==> src/hdl/vla_pkg.sv <==
package vla_pkg;

  // Result level width and configuration register width
  localparam int LEVEL_W = 12;
  localparam int CFG_W   = 12;
  localparam int CFG_IDX_W = 2;

  typedef logic [CFG_IDX_W-1:0] cfg_idx_t;
  typedef logic [CFG_W-1:0]     cfg_word_t;
  typedef logic [LEVEL_W-1:0]   level_t;

  // Register indexes
  localparam cfg_idx_t REG_THRESHOLD = 2'd0;
  localparam cfg_idx_t REG_GAP       = 2'd1;

  // Register reset values
  localparam cfg_word_t THRESHOLD_RESET = 12'd100;
  localparam cfg_word_t GAP_RESET       = 12'd20;

endpackage

==> src/hdl/vla_ram.sv <==
module vla_ram #(
  parameter int WIDTH = 12,
  parameter int DEPTH = 16
) (
  input  logic                     clk,
  input  logic                     wr_en,
  input  logic [$clog2(DEPTH)-1:0] wr_addr,
  input  logic [WIDTH-1:0]         wr_data,
  input  logic                     rd_en,
  input  logic [$clog2(DEPTH)-1:0] rd_addr,
  output logic [WIDTH-1:0]         rd_data
);

  logic [WIDTH-1:0] mem [DEPTH];

  always_ff @(posedge clk) begin
    if (wr_en) begin
      mem[wr_addr] <= wr_data;
    end
    if (rd_en) begin
      rd_data <= mem[rd_addr];
    end
  end

endmodule

==> src/hdl/vibration_level_alarm_core.sv <==
// Vibration level alarm. Each sample beat yields one result beat: the mean
// absolute difference between consecutive samples over the last WINDOW
// samples (rounded half up, 0 until WINDOW samples have gone before), plus a
// hysteresis alarm that sets when level > alarm_threshold and clears when
// level < alarm_threshold - release_gap (never clears if that is <= 0).
// Throughput is one sample per clock while the output side does not stall.
// The four stages are: sample register (with the difference ring read),
// running sum update, constant-reciprocal divide, and the hysteresis compare
// into the output register. Registers may be written only while no beat is
// in flight.
// The difference ring is not cleared after reset; a warm-up count masks the
// unwritten entries, so the block accepts samples right out of reset.
module vibration_level_alarm_core #(
  parameter int WINDOW      = 16,
  parameter int SAMPLE_BITS = 12
) (
  input  logic                        clk,
  input  logic                        rst,
  // sample channel
  input  logic                        sample_valid,
  output logic                        sample_stall,
  input  logic [SAMPLE_BITS-1:0]      sample,
  // result channel
  output logic                        result_valid,
  input  logic                        result_stall,
  output logic [vla_pkg::LEVEL_W-1:0] level,
  output logic                        alarm,
  output logic                        alarm_changed,
  // register write channel
  input  logic                        cfg_valid,
  output logic                        cfg_ready,
  input  logic [vla_pkg::CFG_IDX_W-1:0] cfg_index,
  input  logic [vla_pkg::CFG_W-1:0]   cfg_data
);

  // ---------------------------------------------------------------- sizes
  localparam int CLW    = $clog2(WINDOW);
  localparam int POS_W  = CLW;
  localparam int CNT_W  = $clog2(WINDOW + 1);
  localparam int SUM_W  = SAMPLE_BITS + CLW;   // holds WINDOW * max diff
  localparam int NUM_W  = SUM_W + 1;           // 2*sum + WINDOW
  localparam int DIV    = 2 * WINDOW;
  localparam int CLD    = $clog2(DIV);
  localparam int SHIFT  = NUM_W + CLD;
  localparam int RCP_W  = NUM_W + 1;
  localparam int PROD_W = NUM_W + RCP_W;
  localparam int Q_W    = PROD_W - SHIFT;
  localparam int LVL_W  = vla_pkg::LEVEL_W;
  // full-width level for the alarm compare; only the low LVL_W bits go out
  localparam int CL_W    = Q_W + LVL_W;
  localparam int THR_EXT = CL_W - vla_pkg::CFG_W;

  // ceil(2^SHIFT / DIV): floor(n * RCP >> SHIFT) == floor(n / DIV) for n < 2^NUM_W
  localparam logic [63:0] ONE64 = 64'd1;
  localparam logic [63:0] RCP64 = ((ONE64 << SHIFT) + DIV - 1) / DIV;
  localparam logic [RCP_W-1:0] RCP = RCP64[RCP_W-1:0];

  localparam logic [CNT_W-1:0] WIN_CNT  = CNT_W'(WINDOW);
  localparam logic [POS_W-1:0] LAST_POS = POS_W'(WINDOW - 1);
  localparam logic [NUM_W-1:0] HALF_ADD = NUM_W'(WINDOW);

  // ---------------------------------------------------------------- config
  logic [vla_pkg::CFG_W-1:0] alarm_threshold;
  logic [vla_pkg::CFG_W-1:0] release_gap;

  assign cfg_ready = 1'b1;

  // ---------------------------------------------------------------- state
  logic [SAMPLE_BITS-1:0] prev_sample;
  logic [POS_W-1:0]       ring_pos;
  logic [POS_W-1:0]       ring_pos_next;
  logic [SUM_W-1:0]       diff_sum;
  logic [SUM_W-1:0]       diff_sum_next;
  logic [CNT_W-1:0]       warm_cnt;
  logic [CNT_W-1:0]       warm_cnt_next;
  logic                   alarm_state;
  logic                   alarm_state_next;

  // pipeline registers
  logic                   a_valid;
  logic [SAMPLE_BITS-1:0] a_sample;
  logic                   b_valid;
  logic [NUM_W-1:0]       b_num;
  logic                   b_full;
  logic                   c_valid;
  logic [CL_W-1:0]        c_level;
  logic [LVL_W-1:0]       level_reg;
  logic                   changed_reg;

  // ---------------------------------------------------------------- flow
  // Each stage advances when the one after it is empty or leaving.
  logic out_free, c_go, c_free, b_go, b_free, a_go, a_free, accept;

  assign out_free = !result_valid || !result_stall;
  assign c_go     = c_valid && out_free;
  assign c_free   = !c_valid || c_go;
  assign b_go     = b_valid && c_free;
  assign b_free   = !b_valid || b_go;
  assign a_go     = a_valid && b_free;
  assign a_free   = !a_valid || a_go;
  assign sample_stall = !a_free;
  assign accept   = sample_valid && a_free;

  // ---------------------------------------------------------------- ring
  // Read is issued with the accept so the old entry lines up with a_sample.
  // The read address is the position after any update this cycle.
  logic [SAMPLE_BITS-1:0] ring_rd;
  logic [SAMPLE_BITS-1:0] diff;

  vla_ram #(
    .WIDTH (SAMPLE_BITS),
    .DEPTH (WINDOW)
  ) u_ring (
    .clk     (clk),
    .wr_en   (a_go),
    .wr_addr (ring_pos),
    .wr_data (diff),
    .rd_en   (accept),
    .rd_addr (ring_pos_next),
    .rd_data (ring_rd)
  );

  // ---------------------------------------------------------------- stage A
  logic                   ring_full;
  logic [SAMPLE_BITS-1:0] old_diff;
  logic [NUM_W-1:0]       num_next;

  assign diff = (a_sample >= prev_sample) ? (a_sample - prev_sample)
                                          : (prev_sample - a_sample);

  // Warm-up count saturates at WINDOW; below that the slot was never written.
  assign ring_full = (warm_cnt == WIN_CNT);
  assign old_diff  = ring_full ? ring_rd : '0;

  assign diff_sum_next = diff_sum - {{CLW{1'b0}}, old_diff} + {{CLW{1'b0}}, diff};
  assign num_next      = {diff_sum_next, 1'b0} + HALF_ADD;

  always_comb begin
    ring_pos_next = ring_pos;
    warm_cnt_next = warm_cnt;
    if (a_go) begin
      ring_pos_next = (ring_pos == LAST_POS) ? '0 : ring_pos + 1'b1;
      if (!ring_full) begin
        warm_cnt_next = warm_cnt + 1'b1;
      end
    end
  end

  // ---------------------------------------------------------------- stage B
  // Divide by 2*WINDOW through a reciprocal multiply.
  logic [PROD_W-1:0]      prod;
  logic [Q_W-1:0]         quot;
  logic [CL_W-1:0]        quot_ext;

  assign prod     = {{RCP_W{1'b0}}, b_num} * {{NUM_W{1'b0}}, RCP};
  assign quot     = prod[PROD_W-1:SHIFT];
  assign quot_ext = {{LVL_W{1'b0}}, quot};

  // ---------------------------------------------------------------- stage C
  // Hysteresis: low mark is signed, so a gap above threshold never clears.
  logic signed [CL_W:0] low_mark;
  logic signed [CL_W:0] level_s;

  assign low_mark = $signed({{(THR_EXT + 1){1'b0}}, alarm_threshold})
                  - $signed({{(THR_EXT + 1){1'b0}}, release_gap});
  assign level_s  = $signed({1'b0, c_level});

  always_comb begin
    if (alarm_state) begin
      alarm_state_next = !(level_s < low_mark);
    end else begin
      alarm_state_next = (c_level > {{THR_EXT{1'b0}}, alarm_threshold});
    end
  end

  // ---------------------------------------------------------------- control regs
  always_ff @(posedge clk) begin
    if (rst) begin
      a_valid         <= 1'b0;
      b_valid         <= 1'b0;
      c_valid         <= 1'b0;
      result_valid    <= 1'b0;
      prev_sample     <= '0;
      ring_pos        <= '0;
      diff_sum        <= '0;
      warm_cnt        <= '0;
      alarm_state     <= 1'b0;
      alarm_threshold <= vla_pkg::THRESHOLD_RESET;
      release_gap     <= vla_pkg::GAP_RESET;
    end else begin
      if (a_free) begin
        a_valid <= accept;
      end
      if (b_free) begin
        b_valid <= a_go;
      end
      if (c_free) begin
        c_valid <= b_go;
      end
      if (out_free) begin
        result_valid <= c_go;
      end
      if (a_go) begin
        prev_sample <= a_sample;
        diff_sum    <= diff_sum_next;
      end
      ring_pos <= ring_pos_next;
      warm_cnt <= warm_cnt_next;
      if (c_go) begin
        alarm_state <= alarm_state_next;
      end
      if (cfg_valid && cfg_ready) begin
        unique case (cfg_index)
          vla_pkg::REG_THRESHOLD: alarm_threshold <= cfg_data;
          vla_pkg::REG_GAP:       release_gap     <= cfg_data;
          default: ;
        endcase
      end
    end
  end

  // ---------------------------------------------------------------- payload regs
  always_ff @(posedge clk) begin
    if (accept) begin
      a_sample <= sample;
    end
    if (a_go) begin
      b_num  <= num_next;
      b_full <= ring_full;
    end
    if (b_go) begin
      c_level <= b_full ? quot_ext : '0;
    end
    if (c_go) begin
      level_reg   <= c_level[LVL_W-1:0];
      changed_reg <= (alarm_state_next != alarm_state);
    end
  end

  assign level         = level_reg;
  assign alarm         = alarm_state;
  assign alarm_changed = changed_reg;

endmodule

==> config.mk <==
export PLATFORM = sky130hd
export DESIGN_NAME = vibration_level_alarm_core
export DESIGN_NICKNAME = d
export VERILOG_FILES = /design/src/hdl/vla_pkg.sv /design/src/hdl/vla_ram.sv /design/src/hdl/vibration_level_alarm_core.sv
export SDC_FILE = /design/constraint.sdc
export NUM_CORES = 1
export LEC_CHECK = 0
export BUFFER_PORTS_ARGS = -buffer_cell sky130_fd_sc_hd__buf_2
export CAP_MARGIN = 0
export CORE_MARGIN = 1.5
export CORE_UTILIZATION = 40
export CTS_BUF_LIST = sky130_fd_sc_hd__clkbuf_4
export DETAILED_ROUTE_END_ITERATION = 12
export PLACE_DENSITY = 0.62
export SKIP_LAST_GASP = 1
export SYNTH_ARGS = -nofsm -noshare
export SYNTH_HDL_FRONTEND = slang
export SYNTH_HIERARCHICAL = 1
export SYNTH_SLANG_ARGS = --single-unit
==> constraint.sdc <==
create_clock -name clk -period 10.4 [get_ports clk]
set_input_delay 0.52 -clock clk [delete_from_list [all_inputs] [get_ports clk]]
set_output_delay 0.52 -clock clk [all_outputs]
set_load 0.05 [all_outputs]
==> results by group, run 1 <==
Layout
  • FF+latch area: just under 0.009 mm2
  • Area of the multi-input gates: roughly 0.0057 mm2
  • Reg with most FFs: u_ring/mem
  • Fill cells: about 3.4k
  • Share of cells above drive strength 1: 0.198
  • Finished Layout Cells: roughly 1.9k
  • Area Overhead vs Synth: 14.3%
  • Fin area: 0.0174 mm2
  • Max FFs per register: between 150 and 200
  • Top Registers: u_ring/mem x192, diff_sum x16
  • Final net count: 1,431

Synth
  • Netlist cell types: 73
  • Synth Flop Type: edfxtp_1
  • Largest family of logic cells by synthesized area: simple AND/OR/NAND/NOR gates
  • Avg Inst Size Synth: 13.1 um2
  • Number of enable flip-flop cells after synthesis: approximately 250
  • Yosys warning count: 6
  • Post-synthesis compound-gate area fraction: 0.0899
  • Syn nets: roughly 1.3k
  • Mapped Cells: about 1.2k
  • Xor and xnor fraction of the mapped netlist area: 0.0304
  • Post-synth ARST share: 0
  • Post-synthesis adder-cell area fraction: 0.0837
  • Mux contribution to synthesized area: 0.0793
  • Cell Area, Synth: 0.0153 mm2
  • Synthesized flop and latch total: 320
  • Register area share after synthesis: 0.587
  • Post-Synth Simple-Gate Area: 0.0902

Routing
  • Drt via density: about 5.0
  • Routed length per instance: 17.1 um
  • DRT Wirelength: about 32 mm
  • Post-route DRC: 0
  • Initial drt markers: 589
  • Via count: about 9.4k
  • Router iterations before antenna repair: 5
  • Final ANT Viol Nets: 0

GRT
  • Total grt overflow: 0
  • Number of global-route vias before repair: 9,480
  • Antenna violations before repair: 1
  • First-pass GRT wire length: roughly 51 mm
  • GRT Total Usage: 0.168
  • Largest net degree at the start of global routing: 68

Floorplanning
  • Core footprint: between 0.03 and 0.04 mm2
  • Initial Utilization: 0.406
  • Cell Rows: 71
  • Die ar.: slightly below 0.04 mm2
  • Num ports: 48
  • Die W: 198 um
  • Die Y: between 150 and 200 um

Placed design
  • Placed Cells: between 1.5k and 2k
  • Placed cell areas: 0.0162 mm2
  • Hpwl dp: around 21 mm
  • PortBufs: between 40 and 50
  • Gpl congestion: roughly 0.85
  • Post-Place Worst Slack: between 4 and 5 ns

Setup path
  • Crit Path Max Fanout: 18
  • Critical Path Source Type: flop
  • Worst setup EP type: flop
  • FF-to-FF setup slack: approximately 4.3 ns
  • Worst EP required: 10.87 ns
  • Critical path arrival: around 6.5 ns
  • Kind of critical path: flop to flop

Timing
  • Setup Viol. Count Final: 0
  • Max Slew Vio Count: 0
  • Least-Margin Pin Slew: roughly 1.2 ns
  • Fin crit share: 0.582
  • RSZ-0062 raised after global routing: no
  • Clk_skew: approximately 0.052 ns
  • Post-Route Setup TNS: 0 ns
  • Final setup margin: about 4.3 ns
  • Final hold violation count: 0
  • Max Freq: ~170 MHz
  • Final min period: roughly 6 ns
  • Relative slew slack: 0.192

Clock tree
  • Clock Latency Late Sink: roughly 0.74 ns
  • Clock transition at path regs: 0.07 ns
  • CTS tree: built
  • Clock buffer depth: 3
  • Root Driver: clkbuf_4
  • H-tree depth: 3
  • Post-CTS Setup Bufs: 0
  • Number of CTS-inserted buffers: 83
  • Post_cts resized: 0
  • Sink Count: 320

Power
  • Clock share of power: 0.274
  • Worst IR drop on VDD: approximately 0.14 mV
  • Internal power: between 2 and 3 mW
  • Gate power share: 0.326
  • Leak Pwr: around 6.5 nW
  • Sw Ratio: 0.328
  • P per Cell Area: 230 mW/mm2
  • Switching power: 1.31 mW
  • Part of the power in registers: 0.400

Run status
  • Status: finished clean

Hold path
  • HP Class: input pin to flop

Run
  • Max Cap Violations: 0
==> metal layers <==
layer / global-route usage / routed length [um] / vias to the layer above / share of wire
met4: 0.0546 / 504 / 0 / 0.016
li1: - / - / 4603 / -
met5: 0 / 0 / - / 0
met2: 0.287 / 16200 / 185 / 0.50
met3: 0.0347 / 1370 / 42 / 0.043
met1: 0.213 / 14000 / 4591 / 0.44
==> repair_timing <==
item | CTS | global route
hold buffers | 15 | 0
hold endpoints to repair | 15 | 0
endpoints found under the setup margin | 0 | 0
==> critical path, cell delays in order, from the launching register on <==
cell and delay (ns):
edfxtp_1 0.42, inv_1 0.08, ha_1 0.13, inv_1 0.05, fa_1 0.38, a21oi_1 0.20
nor3_1 0.09, o41a_1 0.33, nor3_1 0.24, o21ai_1 0.10, buf_4 0.20, a311oi_1 0.21
a21oi_1 0.11, xnor2_1 0.17, fa_1 0.52, inv_1 0.04, ha_1 0.38, nand3_1 0.15
a2111oi_1 0.49, o21ai_0 0.17, nand3_2 0.13, or3b_1 0.39, nor3_2 0.18, or4b_1 0.47
xnor2_1 0.15
==> path summary, 6_finish.rpt <==
| check | cells after the start | endpoint | from |
|---|---|---|---|
| setup reg to reg | 24 | b_num[16] | a_sample[0] |
| setup / recovery | 24 | b_num[16] | a_sample[0] |
| hold / removal | 2 | alarm_threshold[2] | cfg_data[2] |
| hold reg to reg | 2 | release_gap[9] | release_gap[9] |
==> metrics by stage <==
stage / utilization / total power, mW / hold slack, ns
after detailed placement: 0.431 / 2.93 / 0.447
after floorplan: - / 2.64 / 0.436
after global routing: 0.464 / 4.28 / 0.00238
after global placement: 0.431 / 2.91 / 0.443
final: 0.464 / 4.01 / 0.0519
after CTS: 0.464 / 4.06 / 0.00676
==> power by group through the flow <==
| stage | clock network (mW) | registers [mW] | logic (mW) |
|---|---|---|---|
| 6_report | 1.10 | 1.61 | 1.31 |
| 5_1_grt | 1.21 | 1.62 | 1.46 |
| 4_1_cts | 1.14 | 1.61 | 1.31 |
| 3_5_place_dp | 0 | 1.63 | 1.30 |
| 3_3_place_gp | 0 | 1.63 | 1.27 |
| 2_1_floorplan | 0 | 1.63 | 1.01 |
==> cell type report <==
type,instances,share of cell area
flip-flops and latches,320,0.513
well taps,511,0.0367
inverters,107,0.0230
clock inverters,16,0.00782
repair buffers,94,0.0360
multi-input cells,701,0.329
clock buffers,126,0.0542
diodes,1,0.000143
==> cells in the final DEF, fill, tap and decap left out, drive strengths merged, types with 11 or more instances in the layout <==
master / netlist / final
mux4: 48 / 48
a21o: 24 / 24
dfxtp: 66 / 66
nor2b: 11 / 11
a21oi: 81 / 81
edfxtp: 254 / 254
and2: 26 / 26
nor2: 71 / 71
buf: 18 / 79
clkbuf: 20 / 126
xor2: 20 / 20
fa: 15 / 15
xnor2: 33 / 33
nand2: 113 / 113
nor3: 13 / 13
a22oi: 25 / 25
inv: 107 / 110
o21ai: 20 / 20
ha: 78 / 78
dlygate4sd3: 0 / 15
nand3: 13 / 13
==> cells by family after synthesis <==
| kind of cell | Yosys count |
|---|---|
| compound gates | 208 |
| mux | 55 |
| xor+xnor | 53 |
| simple gates | 291 |
| other cells | 1 |
| buf+inv | 145 |
| flops | 320 |
| fa+ha+maj | 93 |
==> cell usage after synthesis (3+ instances only) <==
master	count	area share
edfxtp_1	254	0.50
nor2_1	71	0.017
o211ai_1	4	0.0020
and2_1	26	0.011
o21ai_1	3	0.00098
nand3b_1	3	0.0015
a21oi_1	80	0.026
nand2b_1	7	0.0029
a211oi_1	7	0.0034
xor2_1	20	0.011
dfxtp_1	66	0.087
and3_1	6	0.0025
ha_1	78	0.064
nor2b_1	11	0.0045
nand4_1	8	0.0033
nor3_1	12	0.0039
a21boi_0	3	0.0015
mux2i_1	5	0.0033
fa_1	15	0.020
a22oi_1	25	0.012
mux4_2	33	0.049
clkbuf_1	20	0.0049
inv_1	106	0.026
o21a_1	7	0.0034
o41a_1	3	0.0022
a211o_1	6	0.0034
nor3b_1	3	0.0015
nand3_1	12	0.0039
xnor2_1	33	0.019
buf_2	6	0.0020
a21o_1	23	0.011
nand2_1	113	0.028
o21ai_0	17	0.0056
buf_1	7	0.0017
mux4_1	15	0.026
a311oi_1	4	0.0023
o21bai_1	5	0.0025
Note: power is estimated with default switching activity, not from simulation.
==> run 2: changes to the inputs <==
==> constraint.sdc (replaced) <==
create_clock -name clk -period 5.8 [get_ports clk]
set_input_delay 0.29 -clock clk [delete_from_list [all_inputs] [get_ports clk]]
set_output_delay 0.29 -clock clk [all_outputs]
set_load 0.05 [all_outputs]
==> results by group, run 2 (synthesis gave the netlist of run 1 again) <==
Timing
  • Final hold violation count: 0 (unchanged)
  • Clk_skew: 0.0500 ns (was 0.0522 ns)
  • Worst hold slack: 0.146 ns (was 0.0519 ns)
  • Fin crit share: 0.967 (was 0.582)
  • Relative slew slack: 0.229 (was 0.192)
  • Final min period: 5.61 ns (was 6.06 ns)
  • Least-Margin Pin Slew: 1.15 ns (was 1.21 ns)
  • Post-Route Setup TNS: 0 ns (unchanged)
  • Max Freq: 178 MHz (was 165 MHz)
  • Max Slew Vio Count: 0 (unchanged)
  • Setup Viol. Count Final: 0 (unchanged)
  • Final setup margin: 0.191 ns (was 4.34 ns)
  • RSZ-0062 raised after global routing: yes (was no)

Placed design
  • Placed Cells: 1,763 (was 1,718)
  • Post-Place Worst Slack: -0.0915 ns (was 4.37 ns)
  • Gpl congestion: 0.844 (was 0.849)
  • PortBufs: 46 (unchanged)
  • Hpwl dp: 21.6 mm (was 21.2 mm)

Layout
  • Most frequent cells in the layout: 254 x edfxtp_1, 112 x nand2_1, 109 x clkbuf_4, 106 x inv_1, 81 x buf_4 (was 254 x edfxtp_1, 126 x clkbuf_4, 112 x nand2_1, 106 x inv_1, 80 x a21oi_1)
  • Top Registers: u_ring/mem x192, diff_sum x16 (unchanged)
  • Final net count: 1,495 (was 1,431)
  • Finished Layout Cells: 1,928 (was 1,876)
  • FF+latch area: 0.00895 mm2 (unchanged)
  • Area of the multi-input gates: 0.00585 mm2 (was 0.00574 mm2)
  • Area Overhead vs Synth: 17.6% (was 14.3%)
  • Most common cell after layout, fill and taps aside: edfxtp_1 (unchanged)
  • Fill cells: 3,399 (was 3,425)
  • Share of cells above drive strength 1: 0.226 (was 0.198)
  • Max FFs per register: 192 (unchanged)
  • Reg with most FFs: u_ring/mem (unchanged)

GRT
  • Antenna violations before repair: 1 (unchanged)
  • Total grt overflow: 0 (unchanged)
  • GRT Total Usage: 0.170 (was 0.168)
  • First-pass GRT wire length: 50.4 mm (was 50.6 mm)
  • Largest net degree at the start of global routing: 68 (unchanged)
  • Number of global-route vias before repair: 9,658 (was 9,480)

Power
  • Part of the power in registers: 0.380 (was 0.400)
  • Worst IR drop on VDD: 0.294 mV (was 0.139 mV)
  • Leak Pwr: 6.73 nW (was 6.49 nW)
  • Clock share of power: 0.235 (was 0.274)
  • Sw Ratio: 0.325 (was 0.328)
  • Gate power share: 0.386 (was 0.326)
  • Switching power: 2.47 mW (was 1.31 mW)
  • Internal power: 5.12 mW (was 2.70 mW)
  • P per Cell Area: 423 mW/mm2 (was 230 mW/mm2)
  • Final Power: 7.58 mW (was 4.01 mW)

Run
  • Max Cap Violations: 0 (unchanged)

Routing
  • Via count: 9,650 (was 9,421)
  • Drt via density: 5.01 (was 5.02)
  • Post-route DRC: 0 (unchanged)
  • Routed length per instance: 17.0 um (was 17.1 um)
  • Initial drt markers: 401 (was 589)
  • Router iterations before antenna repair: 7 (was 5)
  • Final ANT Viol Nets: 0 (unchanged)
  • DRT Wirelength: 32.7 mm (was 32.1 mm)

Clock tree
  • H-tree depth: 3 (unchanged)
  • CTS tree: built (unchanged)
  • Clock transition at path regs: 0.06 ns (was 0.07 ns)
  • Clock buffer depth: 3 (unchanged)
  • Clock Latency Late Sink: 0.75 ns (was 0.74 ns)
  • Sink Count: 320 (unchanged)
  • Number of CTS-inserted buffers: 83 (unchanged)
  • Root Driver: clkbuf_4 (unchanged)

Setup path
  • Worst Path Buf+Inv: 3 (was 4)
  • CP peak stage delay: 0.49 ns (was 0.52 ns)
  • Critical Path Source Type: flop (unchanged)
  • Worst setup EP type: flop (unchanged)
  • Crit path max-delay family: simple AND/OR/NAND/NOR gates (unchanged)
  • Crit Path Max Fanout: 7 (was 18)
  • Worst R2R Path Depth: 22 (was 24)
  • Worst EP required: 6.27 ns (was 10.87 ns)
  • WP depth: 22 (was 24)
  • Critical path arrival: 6.08 ns (was 6.53 ns)
  • Crit path max-delay cell type: or4b_1 (was fa_1)
  • Kind of critical path: flop to flop (unchanged)
  • CP most frequent cell: inv_1 (unchanged)
  • CP Cell Sequence: inv_1, ha_1, inv_1, fa_2, a21oi_2, nor3_1, o41a_1, nor3_4, o21ai_4, mux2_2, xnor2_1, fa_1, inv_1, ha_1, a21oi_1, o211ai_1, or4b_1, nand3_2, or3b_4, nor3_2, or4b_1, xnor2_1 (was inv_1, ha_1, inv_1, fa_1, a21oi_1, nor3_1, o41a_1, nor3_1, o21ai_1, buf_4, a311oi_1, a21oi_1, xnor2_1, fa_1, inv_1, ha_1, nand3_1, a2111oi_1, o21ai_0, nand3_2, or3b_1, nor3_2, or4b_1, xnor2_1)

Floorplanning
  • Die W: 198 um (unchanged)
  • Num ports: 48 (unchanged)
  • Die ar.: 0.0393 mm2 (unchanged)
  • Initial Utilization: 0.406 (unchanged)
  • Cell Rows: 71 (unchanged)
  • Core footprint: 0.0376 mm2 (unchanged)
  • Die Y: 198 um (unchanged)

Hold path
  • Hold Path Depth: 4 (was 2)
  • HP Class: input pin to flop (unchanged)

Run status
  • Status: finished clean (unchanged)
==> run 2: worst paths after layout <==
kind                       start            endpoint  slack, ns
setup / recovery     a_sample[0]           b_num[16]       0.19
hold / removal         cfg_valid  alarm_threshold[3]       0.15
setup reg to reg     a_sample[0]           b_num[16]       0.19
hold reg to reg   release_gap[5]      release_gap[5]       0.45
==> run 2: area by class of cell <==
type / instances / share of cell area
tap: 511 / 0.0357
clock inverter: 21 / 0.00698
timing repair buffer: 158 / 0.0641
sequential: 320 / 0.499
antenna: 1 / 0.000140
multi-input combinational: 701 / 0.326
inverter: 107 / 0.0224
clock buffer: 109 / 0.0456
==> run 2: layer usage <==
| layer | vias to the layer above | track usage | routed length (um) |
|---|---|---|---|
| met3 | 62 | 0.0368 | 1450 |
| met2 | 197 | 0.299 | 16500 |
| li1 | 4714 | - | - |
| met5 | - | 0 | 0 |
| met4 | 0 | 0.0715 | 984 |
| met1 | 4677 | 0.200 | 13800 |
==> run 2: timing repair <==
action | 4_1_cts | 5_1_grt
resized for setup | 4 | 16
setup endpoints to repair | 1 | 6
hold buffers | 31 | 0
setup buffers | 0 | 3
endpoints found under the hold margin | 39 | 0
pin swaps | 0 | 6
==> run 2: per-stage QoR <==
stage	cell area (um2)	util
CTS	17800	0.475
global placement	16600	0.441
detailed placement	16600	0.441
floorplan	15300	-
finish	17900	0.477
global route	17900	0.477
==> run 2: power groups by stage <==
stage,sequential (mW),combinational [mW],clock [mW]
after floorplan,2.92,1.81,0
after global placement,2.93,2.78,0
after detailed placement,2.93,2.81,0
after CTS,2.88,2.86,1.85
after global routing,2.89,3.25,1.95
final,2.88,2.92,1.78
==> run 2: worst register-to-register path: cells and delay by family (launching register included) <==
| kind | cells | cell delay [ns] |
|---|---|---|
| AO/OA/AOI/OAI | 5 | 0.94 |
| buffers and inverters | 3 | 0.19 |
| AND/OR/NAND/NOR | 7 | 1.89 |
| flip-flops | 1 | 0.39 |
| XOR/XNOR | 2 | 0.43 |
| adder cells (fa/ha/maj) | 4 | 1.20 |
| multiplexers | 1 | 0.31 |
==> run 3: changes to the inputs <==
--- a/config.mk
+++ b/config.mk
@@ -5,6 +5,7 @@
 export SDC_FILE = /design/constraint.sdc
 export NUM_CORES = 1
 export LEC_CHECK = 0
+export ABC_AREA = 1
 export BUFFER_PORTS_ARGS = -buffer_cell sky130_fd_sc_hd__buf_2
 export CAP_MARGIN = 0
 export CORE_MARGIN = 1.5
==> results by group, run 3 <==
Timing
  • RSZ-0062 raised after global routing: no (was yes)
  • Fin crit share: 0.850 (was 0.967)
  • Post-Route Setup TNS: 0 ns (unchanged)
  • Final hold violation count: 0 (unchanged)
  • Least-Margin Pin Slew: 1.03 ns (was 1.15 ns)
  • Relative slew slack: 0.315 (was 0.229)
  • Setup Viol. Count Final: 0 (unchanged)
  • Max Freq: 203 MHz (was 178 MHz)
  • Max Slew Vio Count: 0 (unchanged)
  • Clk_skew: 0.0663 ns (was 0.0500 ns)
  • Final min period: 4.93 ns (was 5.61 ns)
  • Worst hold slack: 0.198 ns (was 0.146 ns)

Clock tree
  • CTS tree: built (unchanged)
  • Number of CTS-inserted buffers: 85 (was 83)
  • H-tree depth: 3 (unchanged)
  • Clock buffer depth: 3 (unchanged)
  • Post-CTS Setup Bufs: 0 (unchanged)
  • Clock Latency Late Sink: 0.81 ns (was 0.75 ns)
  • Sink Count: 320 (unchanged)
  • Clock transition at path regs: 0.07 ns (was 0.06 ns)
  • Post_cts resized: 0 (was 4)
  • Root Driver: clkbuf_4 (unchanged)

Floorplanning
  • Initial Utilization: 0.404 (was 0.406)
  • Die W: 208 um (was 198 um)
  • Cell Rows: 75 (was 71)
  • Core footprint: 0.0418 mm2 (was 0.0376 mm2)
  • Die Y: 208 um (was 198 um)
  • Die ar.: 0.0434 mm2 (was 0.0393 mm2)
  • Num ports: 48 (unchanged)

Setup path
  • Critical path arrival: 5.44 ns (was 6.08 ns)
  • R2R Path End: b_num[15] (was b_num[16])
  • Crit Path Max Fanout: 17 (was 7)
  • Worst R2R Path Depth: 26 (was 22)
  • Worst EP required: 6.31 ns (was 6.27 ns)
  • Worst r2r src: a_sample[0] (unchanged)
  • Kind of critical path: flop to flop (unchanged)
  • Critical Path Source Type: flop (unchanged)
  • FF-to-FF setup slack: 0.87 ns (was 0.19 ns)
  • Worst setup EP type: flop (unchanged)

Routing
  • Initial drt markers: 784 (was 401)
  • DRT Wirelength: 40.1 mm (was 32.7 mm)
  • Routed length per instance: 15.2 um (was 17.0 um)
  • Drt via density: 4.85 (was 5.01)
  • Post-route DRC: 0 (unchanged)
  • Router iterations before antenna repair: 5 (was 7)
  • Via count: 12.8k (was 9,650)
  • Final ANT Viol Nets: 0 (unchanged)

Placed design
  • Placed cell areas: 0.0177 mm2 (was 0.0166 mm2)
  • Gpl congestion: 0.903 (was 0.844)
  • PortBufs: 46 (unchanged)
  • Hpwl dp: 26.1 mm (was 21.6 mm)

Layout
  • Top Registers: u_ring/mem x192, diff_sum x16 (unchanged)
  • Area Overhead vs Synth: 13.7% (was 17.6%)
  • Reg with most FFs: u_ring/mem (unchanged)
  • Most frequent cells in the layout: 463 x nand2_1, 370 x inv_1, 254 x edfxtp_1, 188 x nand3_1, 126 x clkbuf_4 (was 254 x edfxtp_1, 112 x nand2_1, 109 x clkbuf_4, 106 x inv_1, 81 x buf_4)
  • Fin area: 0.0192 mm2 (was 0.0179 mm2)
  • Max FFs per register: 192 (unchanged)
  • Most common cell after layout, fill and taps aside: nand2_1 (was edfxtp_1)
  • Share of cells above drive strength 1: 0.129 (was 0.226)
  • Final net count: 2,144 (was 1,495)

Power
  • Worst IR drop on VDD: 0.232 mV (was 0.294 mV)
  • Final Power: 7.37 mW (was 7.58 mW)
  • Leak Pwr: 8.78 nW (was 6.73 nW)
  • P per Cell Area: 385 mW/mm2 (was 423 mW/mm2)

GRT
  • Number of global-route vias before repair: 12.5k (was 9,658)
  • GRT Total Usage: 0.190 (was 0.170)
  • Met2 Use GR: 0.313 (was 0.299)
  • GR peak layer: met2 (unchanged)
  • Largest net degree at the start of global routing: 70 (was 68)
  • Antenna violations before repair: 2 (was 1)
  • M3 GR Usage: 0.0402 (was 0.0368)
  • Total grt overflow: 0 (unchanged)
  • Met1 Track Usage GR: 0.251 (was 0.200)
  • First-pass GRT wire length: 65.0 mm (was 50.4 mm)

Hold path
  • Hold endpoint: a_sample[1] (was alarm_threshold[3])
  • Hold Path Depth: 2 (was 4)
  • HP Start: sample[1] (was cfg_valid)
  • HP Class: input pin to flop (unchanged)

Synth
  • Leading area contributor after synthesis: edfxtp_1 (unchanged)
  • Post-synth top cells: 463 x nand2_1, 370 x inv_1, 254 x edfxtp_1 (was 254 x edfxtp_1, 113 x nand2_1, 106 x inv_1)
  • Post-synth ARST share: 0 (unchanged)
  • Mapped Cells: 1,889 (was 1,166)
  • Register area share after synthesis: 0.531 (was 0.587)
  • Yosys warning count: 6 (unchanged)
  • Top cell type's share of synthesized area: 0.453 (was 0.500)
  • Top post-synthesis cells by area: edfxtp_1 45%, nand2_1 10%, inv_1 8.2%, dfxtp_1 7.8%, ha_1 5.8% (was edfxtp_1 50%, dfxtp_1 8.7%, ha_1 6.4%, mux4_2 4.9%, nand2_1 2.8%)
  • Synth Flop Type: edfxtp_1 (unchanged)
  • Number of enable flip-flop cells after synthesis: 254 (unchanged)
  • Syn nets: 2,013 (was 1,290)
  • Cell with the most instances after synthesis: nand2_1 (was edfxtp_1)
  • Avg Inst Size Synth: 8.92 um2 (was 13.1 um2)
  • Netlist cell types: 48 (was 73)
  • Cell Area, Synth: 0.0169 mm2 (was 0.0153 mm2)
  • Synthesized flop and latch total: 320 (unchanged)

Run status
  • Status: finished clean (unchanged)

Run
  • Max Cap Violations: 0 (unchanged)
[run 3: area by class of cell]
| cell class | count | area (um2) |
|---|---|---|
| Clock inverter | 31 | 188 |
| Sequential cell | 320 | 8950 |
| Inverter | 379 | 1420 |
| Fill cell | 4009 | 22600 |
| Tap cell | 539 | 674 |
| Clock buffer | 126 | 946 |
| Antenna cell | 3 | 7.51 |
| Timing Repair Buffer | 110 | 811 |
| Multi-Input combinational cell | 1124 | 6160 |
[run 3: how the worst max path moves through the flow]
stage	start	end
final	a_sample[0]	b_num[15]
after detailed placement	a_sample[0]	b_num[16]
after floorplan	a_sample[0]	b_num[12]
after global placement	a_sample[0]	b_num[15]
after global routing	a_sample[0]	b_num[15]
after CTS	a_sample[0]	b_num[15]
[run 3: worst max-delay path: stages (launching register included)]
cell,delay [ns]
edfxtp_1,0.41
inv_1,0.07
ha_1,0.15
inv_1,0.09
fa_1,0.40
nand2_1,0.10
nand2_2,0.08
a21boi_1,0.23
o21ai_0,0.17
xor2_1,0.18
nand2_1,0.07
nand2_1,0.46
inv_1,0.15
fa_1,0.52
inv_1,0.04
ha_1,0.36
nand2_1,0.11
nor2_1,0.19
nand3_1,0.13
nand3_1,0.09
nand2_1,0.06
nand2_2,0.13
nand2_1,0.10
nor2_2,0.15
nand3_1,0.08
nand2_1,0.07
nand2_1,0.05
[run 3: where the power goes]
group	internal (mW)	switching [mW]	leakage, nW	total, mW
clock	1.09	0.949	0.677	2.04
combinational	0.786	1.72	5.24	2.50
sequential	2.78	0.0431	2.87	2.83
[run 3: per-layer routing]
metal	wire, um	share of wire	up-vias
met1	18100	0.45	5968
met5	0	0	-
met4	809	0.020	0
met3	2300	0.057	68
li1	-	-	6381
met2	18800	0.47	340
[run 3: cells by family (layout without fill, tap and decap cells)]
kind of cell             after synthesis  count (layout)  share of synthesized area
XOR/XNOR                              40              40                     0.0208
flip-flops                           320             320                      0.531
AND/OR/NAND/NOR                      797             797                      0.205
buffers and inverters                445             646                      0.106
AO/OA/AOI/OAI                        193             193                     0.0615
adder cells (fa/ha/maj)               93              93                     0.0757
other                                  1               4                   0.000223
[run 3: metrics by stage]
step / util / setup slack (ns) / cells
6_report: 0.459 / 0.871 / 2632
4_1_cts: 0.459 / 0.898 / 2629
5_1_grt: 0.459 / 0.436 / 2632
2_1_floorplan: - / 1.59 / 1889
3_3_place_gp: 0.423 / 1.02 / 2437
3_5_place_dp: 0.423 / 0.983 / 2437
[run 3: what timing repair did]
action | in CTS | in global routing
hold buffers | 35 | 0
endpoints found under the setup margin | 0 | 0
endpoints found under the hold margin | 58 | 0
